[config.mk]
export PLATFORM = sky130hd
export DESIGN_NAME = utf8_to_cesu8_transcoder
export DESIGN_NICKNAME = d
export VERILOG_FILES = /design/src/hdl/u2c_pkg.sv /design/src/hdl/u2c_decode.sv /design/src/hdl/utf8_to_cesu8_transcoder.sv
export SDC_FILE = /design/constraint.sdc
export NUM_CORES = 1
export LEC_CHECK = 0
export BUFFER_PORTS_ARGS = -buffer_cell sky130_fd_sc_hd__buf_4
export CAP_MARGIN = 30
export CORE_MARGIN = 2
export CORE_UTILIZATION = 49
export CTS_CLUSTER_DIAMETER = 40
export DETAILED_ROUTE_END_ITERATION = 12
export GPL_TIMING_DRIVEN = 0
export MAX_ROUTING_LAYER = met4
export PLACE_DENSITY = 0.67
export SLEW_MARGIN = 25
export SYNTH_ARGS = -nofsm -noshare
export SYNTH_HDL_FRONTEND = slang
export SYNTH_SLANG_ARGS = --single-unit
[constraint.sdc]
create_clock -name clk_i -period 3.6 [get_ports clk_i]
set_input_delay 0.54 -clock clk_i [delete_from_list [all_inputs] [get_ports clk_i]]
set_output_delay 0.54 -clock clk_i [all_outputs]
set_load 0.01 [all_outputs]
[src/hdl/u2c_pkg.sv]
// Package for the UTF-8 to CESU-8 transcoder: constants and shared types.
`timescale 1ns / 1ps
`default_nettype none

package u2c_pkg;

  // Largest number of output bytes one input byte can cause
  localparam int unsigned RunMax = 6;
  localparam int unsigned CntW   = 3;

  // Replacement character EF BF BD
  localparam logic [7:0] RepByte0 = 8'hEF;
  localparam logic [7:0] RepByte1 = 8'hBF;
  localparam logic [7:0] RepByte2 = 8'hBD;

  // Surrogate pair lead and marker bytes
  localparam logic [7:0] SurLead    = 8'hED;
  localparam logic [3:0] SurHighTag = 4'hA;
  localparam logic [3:0] SurLowTag  = 4'hB;

  // Code point range limits
  localparam logic [20:0] TwoByteMax   = 21'h0007FF;
  localparam logic [20:0] ThreeByteMax = 21'h00FFFF;

  // Sequence state kept between input bytes
  typedef struct packed {
    logic [1:0]  pending;
    logic [20:0] accum;
  } seq_state_t;

  // Output bytes caused by one input byte, first byte in slot 0
  typedef struct packed {
    logic [RunMax-1:0][7:0] bytes;
    logic [CntW-1:0]        count;
  } run_t;

endpackage : u2c_pkg

`default_nettype wire

[src/hdl/u2c_decode.sv]
// Decode of one UTF-8 byte against the sequence state into a CESU-8 byte run.
`timescale 1ns / 1ps
`default_nettype none

module u2c_decode (
  input  u2c_pkg::seq_state_t state_i,
  input  logic [7:0]          byte_in_i,
  input  logic                end_of_text_i,
  output u2c_pkg::seq_state_t state_o,
  output u2c_pkg::run_t       run_o
);
  import u2c_pkg::*;

  logic        is_cont;
  logic        continue_seq;
  logic        broken;
  logic [20:0] cp;
  logic [1:0]  pend_dec;
  logic [3:0]  plane_m1;
  logic [2:0][7:0] fresh_bytes;
  logic [1:0]  fresh_cnt;
  seq_state_t  fresh_state;
  run_t        cp_run;

  assign is_cont      = (byte_in_i[7:6] == 2'b10);
  assign continue_seq = (state_i.pending != 2'd0) && is_cont;
  assign broken       = (state_i.pending != 2'd0) && !is_cont;
  assign cp           = {state_i.accum[14:0], byte_in_i[5:0]};
  assign pend_dec     = state_i.pending - 2'd1;
  assign plane_m1     = cp[19:16] - 4'd1;

  // Re-encode the completed code point
  always_comb begin
    cp_run.bytes = '0;
    if (cp <= TwoByteMax) begin
      cp_run.bytes[0] = {3'b110, cp[10:6]};
      cp_run.bytes[1] = {2'b10, cp[5:0]};
      cp_run.count    = CntW'(2);
    end else if (cp <= ThreeByteMax) begin
      cp_run.bytes[0] = {4'b1110, cp[15:12]};
      cp_run.bytes[1] = {2'b10, cp[11:6]};
      cp_run.bytes[2] = {2'b10, cp[5:0]};
      cp_run.count    = CntW'(3);
    end else begin
      cp_run.bytes[0] = SurLead;
      cp_run.bytes[1] = {SurHighTag, plane_m1};
      cp_run.bytes[2] = {2'b10, cp[15:10]};
      cp_run.bytes[3] = SurLead;
      cp_run.bytes[4] = {SurLowTag, cp[9:6]};
      cp_run.bytes[5] = {2'b10, cp[5:0]};
      cp_run.count    = CntW'(6);
    end
  end

  // Byte taken as a fresh start: ASCII, lead byte or invalid
  always_comb begin
    fresh_bytes = '0;
    fresh_cnt   = 2'd0;
    fresh_state = state_i;
    priority if (!byte_in_i[7]) begin
      fresh_bytes[0]      = byte_in_i;
      fresh_cnt           = 2'd1;
      fresh_state.pending = 2'd0;
    end else if (byte_in_i[7:5] == 3'b110) begin
      fresh_state.accum   = {16'd0, byte_in_i[4:0]};
      fresh_state.pending = 2'd1;
    end else if (byte_in_i[7:4] == 4'b1110) begin
      fresh_state.accum   = {17'd0, byte_in_i[3:0]};
      fresh_state.pending = 2'd2;
    end else if (byte_in_i[7:3] == 5'b11110) begin
      fresh_state.accum   = {18'd0, byte_in_i[2:0]};
      fresh_state.pending = 2'd3;
    end else begin
      fresh_bytes         = {RepByte2, RepByte1, RepByte0};
      fresh_cnt           = 2'd3;
      fresh_state.pending = 2'd0;
    end
  end

  // Merge the paths; end of text drops any partial sequence
  always_comb begin
    run_o   = '0;
    state_o = fresh_state;
    if (continue_seq) begin
      state_o.accum   = cp;
      state_o.pending = pend_dec;
      if (pend_dec == 2'd0) begin
        run_o = cp_run;
      end
    end else if (broken) begin
      run_o.bytes[0] = RepByte0;
      run_o.bytes[1] = RepByte1;
      run_o.bytes[2] = RepByte2;
      run_o.bytes[3] = fresh_bytes[0];
      run_o.bytes[4] = fresh_bytes[1];
      run_o.bytes[5] = fresh_bytes[2];
      run_o.count    = CntW'(3) + CntW'(fresh_cnt);
    end else begin
      run_o.bytes[0] = fresh_bytes[0];
      run_o.bytes[1] = fresh_bytes[1];
      run_o.bytes[2] = fresh_bytes[2];
      run_o.count    = CntW'(fresh_cnt);
    end
    if (end_of_text_i) begin
      state_o = '0;
    end
  end

endmodule : u2c_decode

`default_nettype wire

[src/hdl/utf8_to_cesu8_transcoder.sv]
// Top level of the UTF-8 to CESU-8 transcoder: sequence state and output run buffer.
//
// Input channel: one UTF-8 byte per transfer (byte_in_i, end_of_text_i) on
// in_valid_i / in_ready_o. Output channel: one CESU-8 byte per transfer
// (byte_out_o, run_last_o) on out_valid_o / out_ready_i; run_last_o marks the
// last byte caused by one input byte. An input byte that completes nothing
// causes no output transfer.
// The first output byte of an input byte is offered the cycle after its transfer.
// An input byte that causes at most one output byte is taken every cycle while the
// receiver does not stall; one that causes several holds the run buffer until all
// have left, as the output port moves one byte a cycle when the receiver takes it.
// A new byte is taken in the same cycle as the last byte of the previous run leaves.
// Reset clears the sequence state and empties the run buffer.
// When the receiver stalls, the run buffer holds its bytes and in_ready_o
// stays low until the cycle in which the last byte of the run is taken.
`timescale 1ns / 1ps
`default_nettype none

module utf8_to_cesu8_transcoder (
  input  logic       clk_i,
  input  logic       rst_ni,
  input  logic       in_valid_i,
  output logic       in_ready_o,
  input  logic [7:0] byte_in_i,
  input  logic       end_of_text_i,
  output logic       out_valid_o,
  input  logic       out_ready_i,
  output logic [7:0] byte_out_o,
  output logic       run_last_o
);
  import u2c_pkg::*;

  seq_state_t state_q, state_d, dec_state;
  run_t       dec_run;
  logic [RunMax-1:0][7:0] run_q, run_d;
  logic [CntW-1:0]        cnt_q, cnt_d;
  logic in_xfer, out_xfer;

  u2c_decode u_decode (
    .state_i       (state_q),
    .byte_in_i     (byte_in_i),
    .end_of_text_i (end_of_text_i),
    .state_o       (dec_state),
    .run_o         (dec_run)
  );

  // Handshakes
  assign out_valid_o = (cnt_q != '0);
  assign in_ready_o  = (cnt_q == '0) || ((cnt_q == CntW'(1)) && out_ready_i);
  assign in_xfer     = in_valid_i && in_ready_o;
  assign out_xfer    = out_valid_o && out_ready_i;
  assign byte_out_o  = run_q[0];
  assign run_last_o  = (cnt_q == CntW'(1));

  // Next state of sequence and run buffer
  always_comb begin
    state_d = state_q;
    run_d   = run_q;
    cnt_d   = cnt_q;
    if (out_xfer) begin
      run_d = run_q >> 8;
      cnt_d = cnt_q - CntW'(1);
    end
    if (in_xfer) begin
      state_d = dec_state;
      run_d   = dec_run.bytes;
      cnt_d   = dec_run.count;
    end
  end

  always_ff @(posedge clk_i or negedge rst_ni) begin
    if (!rst_ni) begin
      state_q <= '0;
      cnt_q   <= '0;
    end else begin
      state_q <= state_d;
      cnt_q   <= cnt_d;
    end
  end

  // Run bytes carry no reset
  always_ff @(posedge clk_i) begin
    run_q <= run_d;
  end

  // The run buffer never holds more than one full run
  assert property (@(posedge clk_i) disable iff (!rst_ni)
    cnt_q <= CntW'(RunMax))
    else $error("run buffer count out of range");

  // A new byte is never taken while earlier output bytes would remain
  assert property (@(posedge clk_i) disable iff (!rst_ni)
    (cnt_q > CntW'(1)) |-> !in_ready_o)
    else $error("input taken while run still pending");

  // A stalled output run keeps its count when no input is taken
  assert property (@(posedge clk_i) disable iff (!rst_ni)
    (out_valid_o && !out_ready_i) |=> (cnt_q == $past(cnt_q)))
    else $error("run count changed during output stall");

  // Taking a byte from a run of several leaves one fewer
  assert property (@(posedge clk_i) disable iff (!rst_ni)
    (out_xfer && (cnt_q > CntW'(1))) |=> (cnt_q == $past(cnt_q) - CntW'(1)))
    else $error("run count did not step down");

endmodule : utf8_to_cesu8_transcoder

`default_nettype wire

After elaboration in Yosys (flattened, before gate mapping)
Cells that the tools add are included. W data, S select, Z words.

Register bits: 68. Input bits: 13. Word-level logic and storage cells: 64. Output and inout bits: 11.

Eq/ne operators: 5. Multiplexer cells: 29. Order comparisons: 2. Add/sub/neg operators: 4. Reductions and logical operators: 15.

Operators with widths (number): $mux W24 (5); $mux W51 (2); $mux W48 (2); $mux W23 (4); $mux W21 (2); $mux W32 (1); $mux W27 (1); $mux W25 (1); $le A21 B11 Y1 const B (1); $le A21 B16 Y1 const B (1); $mux W19 (1); $mux W16 (1); $mux W2 (6); $mux W8 (1); $mux W3 (2); $reduce_bool A3 Y1 (2); $eq A5 B5 Y1 const B (1); $logic_and A1 B1 Y1 (5); $reduce_bool A5 Y1 (1); $eq A4 B4 Y1 const B (1); $reduce_bool A2 Y1 (2); $sub A4 B1 Y4 const B (1); $add A2 B2 Y3 const A (1); $eq A3 B1 Y1 const B (1); other kinds (9) (9).

Longest topological paths before layout
Word-level depth: 9. Mapped depth: 11. Mapped depth without buffers: 8.

By module
From an unflattened synthesis, not the netlist that was laid out.

Cells, all modules: 406. Area, all modules: 4561.9 um2.

Modules (own cells, without submodules): utf8_to_cesu8_transcoder (times used 1, seq. area each 2092.0 um2, cells each 185, area an instance 3154.3 um2); u2c_decode (times used 1, seq. area each 0.0 um2, cells each 221, area an instance 1407.6 um2).

Least setup slack after synthesis
OpenSTA, ideal clock, no wires.

Kind: register -> register. Start: register state_q[10] in the netlist's numbering. End: register run_q[32] in the netlist's numbering (data pin). Setup slack: 1.341 ns. Period minus slack after synthesis: 2.259 ns. Path buffers: 0. Data required time: 3.339 ns. Arrival: 1.998 ns. Cell stages (with the launch flop): 9. Setup time: 0.261 ns. Path through: dfrtp_1 inv_1 ha_1 nor4b_1 nand3_1 mux2_4 nand2_4 nor2_2 a221o_1.

RTL lines: from (decl) (RTL line utf8_to_cesu8_transcoder.sv:33) `seq_state_t state_q, state_d, dec_state;`; from (signal assigned) (RTL line utf8_to_cesu8_transcoder.sv:76) `state_q <= state_d;`; to (signal assigned) (RTL line utf8_to_cesu8_transcoder.sv:83) `run_q <= run_d;`; to (decl) (RTL line utf8_to_cesu8_transcoder.sv:35) `logic [RunMax-1:0][7:0] run_q, run_d;`.

==> results.md <==
* Fin crit period at about 2.8 ns
* Logic gate share of total power at 0.392
* Crit start category: flop
* Via count at 3029
* Largest net degree at the start of global routing at 53
* FFs w/ async S/R, synth at 0.303
* Root buf cell: clkbuf_8
* H-tree levels at 3
* CTS sink cnt at 66
* Post-place instance area at roughly 3900 um2
* Crit-path leading delay family: buffers and inverters
* Post-synth top flop: edfxtp_1
* Status: finished, final reports clean
* Non-filler cells, final at approximately 500
* Die H at 90.1 um
* DR iter-0 viols at 342
* Post-synth EDFFs at 46
* Starting Density at 0.503
* Maximum VDD drop at between 300 and 400 uV
* Input/output buffers at 19
* First-pass GRT wire length at about 16000 um
* Sequential-to-total area share from yosys stat at 0.518
* Setup Viol. Count Final at 0
* CP bufs+invs at 3
* XOR/XNOR share of the synthesized area at 0.00241
* Fin nets at 418
* Hold crit path type: primary input to asynchronous set/reset pin
* First-pass detailed-route iteration total at 5
* Pint at between 1.5 and 2 mW
* Antenna cells at 0
* Global Route Usage Sum at 0.257
* Setup TNS at 0 ns
* Hpwl dp at 7070 um
* Area growth from synthesis to layout at 13.5%
* GPL Wtd Cong at 0.983
* Final Cycle Share at 0.773
* Sequential Power Share at 0.384
* Final Max Slew Viols at 0
* Clk Latency, worst-skew pair at 0.35 ns
* Worst rel slew slack at 0.458
* Met1 Resource Use GR at 0.383
* Die W at 90.1 um
* Layout cell share with drive strength beyond 1 at 0.159
* Adder-Cell Fraction of Synth Area at 0.0241
* Max-Cap Viols at 0
* FP Rows at 31
* Synthesized Nets at slightly below 400
* Clock tree buffer depth at 2
* CP Class: flop to flop
* CTS tree: done
* CP max stage delay at between 0.6 and 0.7 ns
* Grt ovf at 0
* Clock power frac at 0.224
* Post-route design area at 4120 um2
* Warnings, synthesis at 0
* Post-CTS Resized at 0
* Synth Area in Compound Gates at 0.201
* CP cell instances: inv_1 -> ha_1 -> a21oi_1 -> nor3b_1 -> clkbuf_1 -> clkbuf_1 -> nor2_1 -> o22ai_1
* Worst-margin pin slew at 0.811 ns
* Routed WL at 9850 um
* Critical Path End Type: flop
* Final clock skew at 0.00610 ns
* Setup repair bufs after CTS at 0
* Core Area at around 7200 um2
* Via/cell ratio at 6.03
* Initial antenna violation count at 0
* Hold Buf Count CTS at 0
* Syn_area_per_cell at 9.87 um2
* Top Usage Layer GRT: met1
* Clock slew seen by the registers of the worst setup and hold paths at roughly 0.07 ns
* Io pins at 24
* Endpoints failing hold at 0
* Highest-delay cell along the critical path: nor3b_1
* Unrepaired setup endpoints after global routing: no
* Wire length per cell at 19.6 um
* Leakage at 1.69 nW
* Pwr/cell area at between 700 and 800 nW/um2
* Largest family of logic cells by synthesized area: compound AO/OA/AOI/OAI gates
* Met3 usage at 0.0352
* Placed Instances at just under 500
* Gate Count Post-Synth at ~370
* P_sw at 1.21 mW
* Sw Ratio at 0.385
* CP Data Arrival Time at 2.97 ns
* Vias in the first global route at 2870
* Critical path required time at 3.79 ns
* Mux share of post-synthesis cell area at 0.0189
* Drt drc at 0
* Fmax at ~360 MHz
* Die ar. at 8120 um2
* Post-Syn Area at 3630 um2
* Worst-path maximum fanout at 10
* Synth Area in Simple Gates at 0.176
* Unique masters post-synth at 57
* Num CTS Buffers at 9
* Top cell by count, worst path: clkbuf_1
* Flops & latches, synth at 66
* Met2 usage at 0.363
* Routed Antenna Nets at 0
-- Yosys cell counts (all sizes together) (3+ instances only) --
cell type / count / area share
mux2i: 3 / 0.012
nand3: 22 / 0.033
inv: 14 / 0.014
buf: 14 / 0.029
dfrtp: 20 / 0.14
a21oi: 25 / 0.034
a21o: 6 / 0.013
o211ai: 6 / 0.012
nor3b: 3 / 0.0062
a31oi: 7 / 0.012
nand4: 8 / 0.014
ha: 7 / 0.024
o22ai: 5 / 0.0086
a221o: 4 / 0.011
o21ai: 37 / 0.051
edfxtp: 46 / 0.38
nor3: 6 / 0.0083
clkbuf: 16 / 0.017
o41ai: 5 / 0.012
nor2: 32 / 0.034
and2: 9 / 0.017
nand2: 41 / 0.044
-- final cells by class --
| cell class | count | area (um2) |
|---|---|---|
| Clock buffer | 11 | 141 |
| Clock inverter | 5 | 77.6 |
| Sequential cell | 66 | 1880 |
| Timing Repair Buffer | 19 | 143 |
| Fill cell | 662 | 3090 |
| Tap cell | 99 | 124 |
| Multi-Input combinational cell | 258 | 1540 |
| Inverter | 14 | 52.6 |
| Buffer | 30 | 164 |
-- kinds of logic (layout without fill, tap and decap cells) --
group | after synthesis | after routing
AND/OR/NAND/NOR | 130 | 130
multiplexers | 5 | 5
flip-flops | 66 | 66
AO/OA/AOI/OAI | 115 | 115
XOR/XNOR | 1 | 1
adder cells (fa/ha/maj) | 7 | 7
buffers and inverters | 44 | 79
-- power by group through the flow --
stage / clock [mW] / sequential [mW] / combinational (mW)
final: 0.704 / 1.20 / 1.23
after global routing: 0.732 / 1.22 / 1.35
after CTS: 0.703 / 1.20 / 1.20
after detailed placement: 0 / 1.21 / 1.20
after global placement: 0 / 1.21 / 1.19
after floorplan: 0 / 1.16 / 0.854
-- cell usage in the layout (no fill, tap or decap), drive strengths merged, types with 3 or more instances in the layout --
| cell type | count |
|---|---|
| a21o | 6 |
| edfxtp | 46 |
| nand3 | 22 |
| o41ai | 5 |
| clkbuf | 27 |
| o21ai | 37 |
| nor2 | 32 |
| nand4 | 8 |
| a221o | 4 |
| mux2i | 3 |
| o22ai | 5 |
| buf | 33 |
| and2 | 9 |
| inv | 14 |
| a31oi | 7 |
| a21oi | 25 |
| nand2 | 41 |
| o211ai | 6 |
| nor3b | 3 |
| nor3 | 6 |
| ha | 7 |
| dfrtp | 20 |
-- path summary, 6_finish.rpt --
| check | slack, ns | start | depth (start not counted) | endpoint |
|---|---|---|---|---|
| max | 0.82 | cnt_q[0] | 8 | byte_out_o[0] |
| min | 0.06 | rst_ni | 1 | cnt_q[2] |
| max reg2reg | 0.82 | cnt_q[0] | 8 | byte_out_o[0] |
| min reg2reg | 0.49 | state_q[22] | 2 | state_q[22] |
| max in group asynchronous | 3.32 | rst_ni | 1 | state_q[1] |
| min in group clk_i | 0.49 | state_q[22] | 2 | state_q[22] |
-- metrics by stage --
stage	setup WS [ns]	power [mW]	util	hold WS [ns]
final	0.816	3.13	0.571	0.0569
after global routing	0.623	3.30	0.571	0.0778
after CTS	0.844	3.10	0.571	0.0721
after detailed placement	0.856	2.41	0.541	0.438
after global placement	0.826	2.41	0.540	0.434
after floorplan	1.34	2.01	-	0.244
-- sequential cells by signal, indices dropped and copies added (netlist names) --
| name | count |
|---|---|
| byte_out_o | 8 |
| state_q | 17 |
| cnt_q | 3 |
| run_q | 38 |
-- metal layers --
metal  wire length (um)  vias up  share of wire
met4                259        0          0.026
li1                   -     1426              -
met2               4410      139           0.45
met5                  0        -              0
met1               4550     1439           0.46
met3                636       25          0.065
-- worst register-to-register path: cells and delay by family, from the launching register on --
kind                       cells  cell delay, ns
AOI/OAI and AO/OA              2            0.22
and+or+nand+nor                2            0.78
adders and majority gates      1            0.18
DFF                            1            0.42
buffers and inverters          3            1.01
(Power assumes the default switching activity.)
